**config.mk**
```make
export PLATFORM = sky130hd
export DESIGN_NAME = ecbr_sequencer
export DESIGN_NICKNAME = d
export VERILOG_FILES = /design/src/rtl/ecbr_pkg.sv /design/src/rtl/ecbr_sequencer.sv
export SDC_FILE = /design/constraint.sdc
export NUM_CORES = 1
export LEC_CHECK = 0
export BUFFER_PORTS_ARGS = -buffer_cell sky130_fd_sc_hd__buf_2
export CORE_MARGIN = 5
export CORE_UTILIZATION = 56
export DETAILED_ROUTE_END_ITERATION = 7
export HOLD_SLACK_MARGIN = 0.03
export PLACE_DENSITY = 0.79
export REMOVE_ABC_BUFFERS = 1
export SYNTH_ARGS = -nofsm -noshare
export SYNTH_HDL_FRONTEND = slang
export SYNTH_SLANG_ARGS = --single-unit
```
**constraint.sdc**
```tcl
create_clock -name clk -period 4.05 [get_ports clk]
set_input_delay 0.405 -clock clk [delete_from_list [all_inputs] [get_ports clk]]
set_output_delay 0.405 -clock clk [all_outputs]
set_load 0.005 [all_outputs]
```
**src/rtl/ecbr_pkg.sv**
```systemverilog
// shared types, constants and control word encoding for the boundary removal block
package ecbr_pkg;

  // frame store geometry (power-of-two dimensions, address is {row, col})
  localparam int MAX_HEIGHT = 256;
  localparam int MAX_WIDTH  = 256;
  localparam int COORD_W    = 8;
  localparam int ADDR_W     = 2 * COORD_W;
  localparam int CELLS      = MAX_HEIGHT * MAX_WIDTH;
  localparam int DIM_W      = 9;
  localparam int POS_W      = DIM_W;

  // item modes
  localparam logic [1:0] MODE_LOAD = 2'd0;
  localparam logic [1:0] MODE_RUN  = 2'd1;
  localparam logic [1:0] MODE_READ = 2'd2;

  // configuration register indexes
  localparam int CFG_IDX_W = 2;
  localparam logic [CFG_IDX_W-1:0] REG_FRAME_HEIGHT = 2'd0;
  localparam logic [CFG_IDX_W-1:0] REG_FRAME_WIDTH  = 2'd1;
  localparam logic [CFG_IDX_W-1:0] REG_USE_MASK     = 2'd2;

  // sweep directions
  localparam logic [1:0] SW_RIGHT = 2'd0;
  localparam logic [1:0] SW_LEFT  = 2'd1;
  localparam logic [1:0] SW_DOWN  = 2'd2;
  localparam logic [1:0] SW_UP    = 2'd3;

  // datapath actions
  localparam int ACT_W = 4;
  localparam logic [ACT_W-1:0] ACT_NONE      = 4'd0;
  localparam logic [ACT_W-1:0] ACT_LOAD      = 4'd1;
  localparam logic [ACT_W-1:0] ACT_RD_ISSUE  = 4'd2;
  localparam logic [ACT_W-1:0] ACT_RD_REPLY  = 4'd3;
  localparam logic [ACT_W-1:0] ACT_SEED_INIT = 4'd4;
  localparam logic [ACT_W-1:0] ACT_SEED      = 4'd5;
  localparam logic [ACT_W-1:0] ACT_SWEEP_INIT = 4'd6;
  localparam logic [ACT_W-1:0] ACT_SWEEP     = 4'd7;
  localparam logic [ACT_W-1:0] ACT_LINE_NEXT = 4'd8;
  localparam logic [ACT_W-1:0] ACT_RUN_DONE  = 4'd9;

  // jump conditions
  localparam int COND_W = 4;
  localparam logic [COND_W-1:0] C_NEXT      = 4'd0;
  localparam logic [COND_W-1:0] C_ALWAYS    = 4'd1;
  localparam logic [COND_W-1:0] C_NO_START  = 4'd2;
  localparam logic [COND_W-1:0] C_MODE_LOAD = 4'd3;
  localparam logic [COND_W-1:0] C_MODE_RUN  = 4'd4;
  localparam logic [COND_W-1:0] C_NOT_READ  = 4'd5;
  localparam logic [COND_W-1:0] C_NO_LINES  = 4'd6;
  localparam logic [COND_W-1:0] C_POS_MORE  = 4'd7;
  localparam logic [COND_W-1:0] C_LINE_MORE = 4'd8;
  localparam logic [COND_W-1:0] C_PIX_MORE  = 4'd9;

  // program steps
  localparam int STEP_W = 5;
  localparam logic [STEP_W-1:0] S_IDLE       = 5'd0;
  localparam logic [STEP_W-1:0] S_DISP_LOAD  = 5'd1;
  localparam logic [STEP_W-1:0] S_DISP_RUN   = 5'd2;
  localparam logic [STEP_W-1:0] S_DISP_READ  = 5'd3;
  localparam logic [STEP_W-1:0] S_RD_ISSUE   = 5'd4;
  localparam logic [STEP_W-1:0] S_RD_REPLY   = 5'd5;
  localparam logic [STEP_W-1:0] S_LOAD       = 5'd6;
  localparam logic [STEP_W-1:0] S_SEED_INIT  = 5'd7;
  localparam logic [STEP_W-1:0] S_SEED       = 5'd8;
  localparam logic [STEP_W-1:0] S_RIGHT_INIT = 5'd9;
  localparam logic [STEP_W-1:0] S_RIGHT_STEP = 5'd10;
  localparam logic [STEP_W-1:0] S_RIGHT_LINE = 5'd11;
  localparam logic [STEP_W-1:0] S_LEFT_INIT  = 5'd12;
  localparam logic [STEP_W-1:0] S_LEFT_STEP  = 5'd13;
  localparam logic [STEP_W-1:0] S_LEFT_LINE  = 5'd14;
  localparam logic [STEP_W-1:0] S_DOWN_INIT  = 5'd15;
  localparam logic [STEP_W-1:0] S_DOWN_STEP  = 5'd16;
  localparam logic [STEP_W-1:0] S_DOWN_LINE  = 5'd17;
  localparam logic [STEP_W-1:0] S_UP_INIT    = 5'd18;
  localparam logic [STEP_W-1:0] S_UP_STEP    = 5'd19;
  localparam logic [STEP_W-1:0] S_UP_LINE    = 5'd20;
  localparam logic [STEP_W-1:0] S_RUN_DONE   = 5'd21;

  typedef struct packed {
    logic [1:0]         mode;
    logic [COORD_W-1:0] row;
    logic [COORD_W-1:0] col;
    logic               is_boundary;
    logic               under_mask;
  } in_item_t;

  typedef struct packed {
    logic cleaned_pixel;
    logic run_done;
  } out_item_t;

  typedef struct packed {
    logic [ACT_W-1:0]  act;
    logic [1:0]        sweep;
    logic [COND_W-1:0] cond;
    logic [STEP_W-1:0] target;
  } ctrl_word_t;

  // datapath status seen by the sequencer
  typedef struct packed {
    logic mode_load;
    logic mode_run;
    logic mode_read;
    logic no_lines;
    logic pos_more;
    logic line_more;
    logic pix_more;
  } flags_t;

  function automatic ctrl_word_t make_cw(input logic [ACT_W-1:0] act,
                                         input logic [1:0] sweep,
                                         input logic [COND_W-1:0] cond,
                                         input logic [STEP_W-1:0] target);
    ctrl_word_t w;
    w.act    = act;
    w.sweep  = sweep;
    w.cond   = cond;
    w.target = target;
    return w;
  endfunction

endpackage

```
**src/rtl/ecbr_sequencer.sv**
```systemverilog
// microcode sequencer: step counter, control rom and conditional jumps
module ecbr_sequencer (
  input  logic                clk,
  input  logic                rst,
  input  logic                start,
  input  ecbr_pkg::flags_t    flags,
  output ecbr_pkg::ctrl_word_t cw,
  output logic                busy
);
  import ecbr_pkg::*;

  logic [STEP_W-1:0] step;
  logic [STEP_W-1:0] step_next;
  logic              taken;

  // control program
  function automatic ctrl_word_t rom_word(input logic [STEP_W-1:0] s);
    ctrl_word_t w;
    case (s)
      S_IDLE:       w = make_cw(ACT_NONE,       SW_RIGHT, C_NO_START,  S_IDLE);
      S_DISP_LOAD:  w = make_cw(ACT_NONE,       SW_RIGHT, C_MODE_LOAD, S_LOAD);
      S_DISP_RUN:   w = make_cw(ACT_NONE,       SW_RIGHT, C_MODE_RUN,  S_SEED_INIT);
      S_DISP_READ:  w = make_cw(ACT_NONE,       SW_RIGHT, C_NOT_READ,  S_IDLE);
      S_RD_ISSUE:   w = make_cw(ACT_RD_ISSUE,   SW_RIGHT, C_NEXT,      S_IDLE);
      S_RD_REPLY:   w = make_cw(ACT_RD_REPLY,   SW_RIGHT, C_ALWAYS,    S_IDLE);
      S_LOAD:       w = make_cw(ACT_LOAD,       SW_RIGHT, C_ALWAYS,    S_IDLE);
      S_SEED_INIT:  w = make_cw(ACT_SEED_INIT,  SW_RIGHT, C_NEXT,      S_IDLE);
      S_SEED:       w = make_cw(ACT_SEED,       SW_RIGHT, C_PIX_MORE,  S_SEED);
      S_RIGHT_INIT: w = make_cw(ACT_SWEEP_INIT, SW_RIGHT, C_NO_LINES,  S_LEFT_INIT);
      S_RIGHT_STEP: w = make_cw(ACT_SWEEP,      SW_RIGHT, C_POS_MORE,  S_RIGHT_STEP);
      S_RIGHT_LINE: w = make_cw(ACT_LINE_NEXT,  SW_RIGHT, C_LINE_MORE, S_RIGHT_STEP);
      S_LEFT_INIT:  w = make_cw(ACT_SWEEP_INIT, SW_LEFT,  C_NO_LINES,  S_DOWN_INIT);
      S_LEFT_STEP:  w = make_cw(ACT_SWEEP,      SW_LEFT,  C_POS_MORE,  S_LEFT_STEP);
      S_LEFT_LINE:  w = make_cw(ACT_LINE_NEXT,  SW_LEFT,  C_LINE_MORE, S_LEFT_STEP);
      S_DOWN_INIT:  w = make_cw(ACT_SWEEP_INIT, SW_DOWN,  C_NO_LINES,  S_UP_INIT);
      S_DOWN_STEP:  w = make_cw(ACT_SWEEP,      SW_DOWN,  C_POS_MORE,  S_DOWN_STEP);
      S_DOWN_LINE:  w = make_cw(ACT_LINE_NEXT,  SW_DOWN,  C_LINE_MORE, S_DOWN_STEP);
      S_UP_INIT:    w = make_cw(ACT_SWEEP_INIT, SW_UP,    C_NO_LINES,  S_RUN_DONE);
      S_UP_STEP:    w = make_cw(ACT_SWEEP,      SW_UP,    C_POS_MORE,  S_UP_STEP);
      S_UP_LINE:    w = make_cw(ACT_LINE_NEXT,  SW_UP,    C_LINE_MORE, S_UP_STEP);
      S_RUN_DONE:   w = make_cw(ACT_RUN_DONE,   SW_RIGHT, C_ALWAYS,    S_IDLE);
      default:      w = make_cw(ACT_NONE,       SW_RIGHT, C_ALWAYS,    S_IDLE);
    endcase
    return w;
  endfunction

  assign cw   = rom_word(step);
  assign busy = (step != S_IDLE);

  // jump condition select
  always_comb begin
    case (cw.cond)
      C_NEXT:      taken = 1'b0;
      C_ALWAYS:    taken = 1'b1;
      C_NO_START:  taken = !start;
      C_MODE_LOAD: taken = flags.mode_load;
      C_MODE_RUN:  taken = flags.mode_run;
      C_NOT_READ:  taken = !flags.mode_read;
      C_NO_LINES:  taken = flags.no_lines;
      C_POS_MORE:  taken = flags.pos_more;
      C_LINE_MORE: taken = flags.line_more;
      C_PIX_MORE:  taken = flags.pix_more;
      default:     taken = 1'b1;
    endcase
  end

  assign step_next = taken ? cw.target : step + STEP_W'(1);

  // step counter
  always_ff @(posedge clk) begin
    if (rst) begin
      step <= S_IDLE;
    end else begin
      step <= step_next;
    end
  end

  // an accepted item always enters dispatch
  assert property (@(posedge clk) disable iff (rst)
    (start && !busy) |=> (step == S_DISP_LOAD))
    else $error("accepted item did not enter dispatch");

  // a read reply always follows its issue step
  assert property (@(posedge clk) disable iff (rst)
    (step == S_RD_REPLY) |-> ($past(step) == S_RD_ISSUE))
    else $error("read reply without read issue");

endmodule

```
==> PnR_summary.wiki <==
{| class="wikitable"
! Metric !! Value
|-
| Leak pwr || 0.748 nW
|-
| Setup ws final || 0.588 ns
|-
| Dpl ws || 0.638 ns
|-
| Horiz. Die Dim || 63.8 um
|-
| Detailed Routing Iterations Pass 1 || 4
|-
| Number of cells in the design after placement || 240
|-
| Vias post-DR || 1714
|-
| Clock tree from TritonCTS || built
|-
| Port Buf Inserts || 25
|-
| Reg clk slew, reported paths || 0.13 ns
|-
| Fraction of post-synthesis cell area in the top cell type by area || 23.4%
|-
| DPL Wire Length || 3770 um
|-
| Total power density per cell area || 729 nW/um2
|-
| Crit share post-route || 85.5%
|-
| Dominant cell by count in the synthesized netlist || dfxtp_1
|-
| Final Hold Viols || 0
|-
| Post-synthesis cell type count || 59
|-
| Gate Count Post-Synth || 193
|-
| Final critical path time including I/O delays and setup || 3.46 ns
|-
| Final setup TNS || 0 ns
|-
| Normalized max-slew margin || 52.1%
|-
| Initial standard-cell utilization of the core || 58.8%
|-
| Post-detailed-route wirelength per cell || 20.1 um
|-
| Die outline area || 4070 um2
|-
| Synth area leader || dfxtp_1
|-
| Detailed-route vias per instance || 7.02
|-
| Number of standard cells in the layout, taps in and fillers out || 244
|-
| Result of the run || finished, final reports clean
|-
| Post_cts resized || 0
|-
| Unrepaired setup endpoints after global routing || no
|-
| Type of element launching the critical path || register
|-
| Post-synthesis register bit count || 19
|-
| Layout Area Growth over Synthesis || 8.33%
|-
| Leading cell types by total area after synthesis || dfxtp_1 (23%), ha_1 (5.4%), mux2i_1 (4.3%)
|-
| Average cell area after synthesis || 8.41 um2
|-
| Post-layout total power || 1.28 mW
|-
| Number of antenna violations at the first check in global routing || 0
|-
| Max FO, Critical Path || 16
|-
| Pins Over Slew Limit || 0
|-
| Asr flop ratio synth || 0%
|-
| Fraction of layout instances using a drive strength above 1 || 23.0%
|-
| Arrival time at the worst endpoint || 3.67 ns
|-
| CP Class || reg2reg
|-
| Final weighted congestion of routability-driven global placement || 1.02
|-
| Highest Clock Rate || 289 MHz
|-
| Hold buffer count at CTS || 0
|-
| Worst slew pin tran || 0.718 ns
|-
| Number of nets with antenna violations after routing || 0
|-
| Total of warnings raised by yosys || 0
|-
| Max Used Layer || met4
|-
| Global-route wire length before repair || 8020 um
|-
| Total track usage || 24.1%
|-
| Number of nets at the end of the flow || 231
|-
| Ys flop type || dfxtp_1
|-
| Number of violations reported at the end of detailed-routing iteration 0 || 131
|-
| Total wire length after detailed routing || 4920 um
|-
| Maximum capacitance violations || 0
|-
| Final Skew || 0.0229 ns
|-
| Placeable core region || 2760 um2
|-
| Finish-stage setup viols || 0
|-
| Summed instance area of the synthesized netlist || 1620 um2
|-
| CTS Buf Count || 3
|-
| Path class of the lowest-slack min-delay path || in2reg
|-
| Pin count of the biggest net entering global routing || 21
|-
| Met3 Wirelength || 512 um
|-
| # clock sinks || 19
|-
| Buffers inserted during post-CTS setup optimization || 0
|-
| H-tree depth || 1
|-
| WP data required || 4.25 ns
|-
| Number of synthesized flops with an enable pin || 0
|-
| Rows || 19
|-
| Deepest clock path buffer count || 2
|-
| Antenna diodes || 0
|-
| Total I/O pin count || 26
|-
| Root buffer cell || clkbuf_4
|-
| Vert. Die Dim || 63.8 um
|-
| Post-synth top cells || dfxtp_1 (19), inv_1 (13), nand2_1 (13), nor2_1 (13), nor3_1 (9)
|-
| Via count of the first global-routing pass || 1568
|-
| Nature of the critical path endpoint || register
|-
| Proportion of synthesized chip area in sequential cells || 23.4%
|-
| Peak supply drop || 511 uV
|-
| Remaining DRCs || 0
|-
| Routed met2 length || 2270 um
|-
| Routed metal-1 wirelength || 1960 um
|-
| Clk Latency, worst-skew pair || 0.31 ns
|-
| Overall overflow remaining after global route || 0
|}
[cell type report]
| class | instances | area [um2] |
|---|---|---|
| Fill cell | 234 | 1000 |
| Clock buffer | 3 | 22.5 |
| Clock inverter | 1 | 5.00 |
| Timing Repair Buffer | 26 | 133 |
| Multi-Input combinational cell | 151 | 1130 |
| Tap cell | 31 | 38.8 |
| Sequential cell | 19 | 380 |
| Inverter | 13 | 48.8 |
[sequential cells by signal, indices dropped and copies added, names as in the netlist]
name and cells:
cw 14, step 5
[routing by layer]
metal | GRT usage, % | vias to the layer above
met4 | 10.1 | 0
met1 | 31.0 | 803
met3 | 4.38 | 15
met2 | 39.4 | 118
li1 | - | 778
met5 | 0 | -
[metrics by stage]
step                utilization [%]  hold slack [ns]  cell area [um2]
global placement               62.7            0.596             1730
detailed placement             62.7            0.582             1730
global route                   63.7            0.567             1760
finish                         63.7            0.554             1760
floorplan                         -            0.477             1560
CTS                            63.7            0.546             1760
[critical path, cell delays in order (launching register included)]
cell	delay, ns
dfxtp_1	0.53
mux2_4	0.34
a211oi_2	0.28
a41o_1	0.34
nand2_4	0.20
o31ai_4	0.41
inv_1	0.12
ha_1	0.31
nor2_1	0.18
nor2_1	0.05
a21oi_1	0.11
mux2i_1	0.10
o211ai_1	0.26
o41ai_2	0.11
[kinds of logic (layout without fill, tap and decap cells)]
group	Yosys count	in the layout	synth area share, %
AOI/OAI and AO/OA	67	67	33.8
xor gates and xnor gates	3	3	1.62
adders and majority gates	7	7	5.40
buffers and inverters	23	43	6.94
DFF	19	19	23.4
muxes	10	10	6.78
and+or+nand+nor	64	64	22.0
[where the power goes]
group          switching [mW]  internal, mW
registers              0.0797         0.236
logic                   0.542         0.326
clock network          0.0611        0.0368
[layout by cell type (no fill, tap or decap), types with 5 or more instances in the layout]
master and n:
buf_2 25, dfxtp_1 19, inv_1 13, nor2_1 13, nand2_1 13, nor3_1 9, a21oi_1 8, nand3_1 7
o211ai_1 7, mux2i_1 7, ha_1 7, o21ai_1 5, nor3b_1 5, o21ai_0 5, o22ai_1 5
[worst paths after layout]
check	endpoint	slack [ns]	cells past startpoint	startpoint
setup / recovery	cw[5]	0.59	13	cw[6]
hold / removal	step[1]	0.55	2	rst
setup reg to reg	cw[5]	0.59	13	cw[6]
hold reg to reg	step[0]	0.64	2	cw[0]
(Power assumes the default switching activity.)
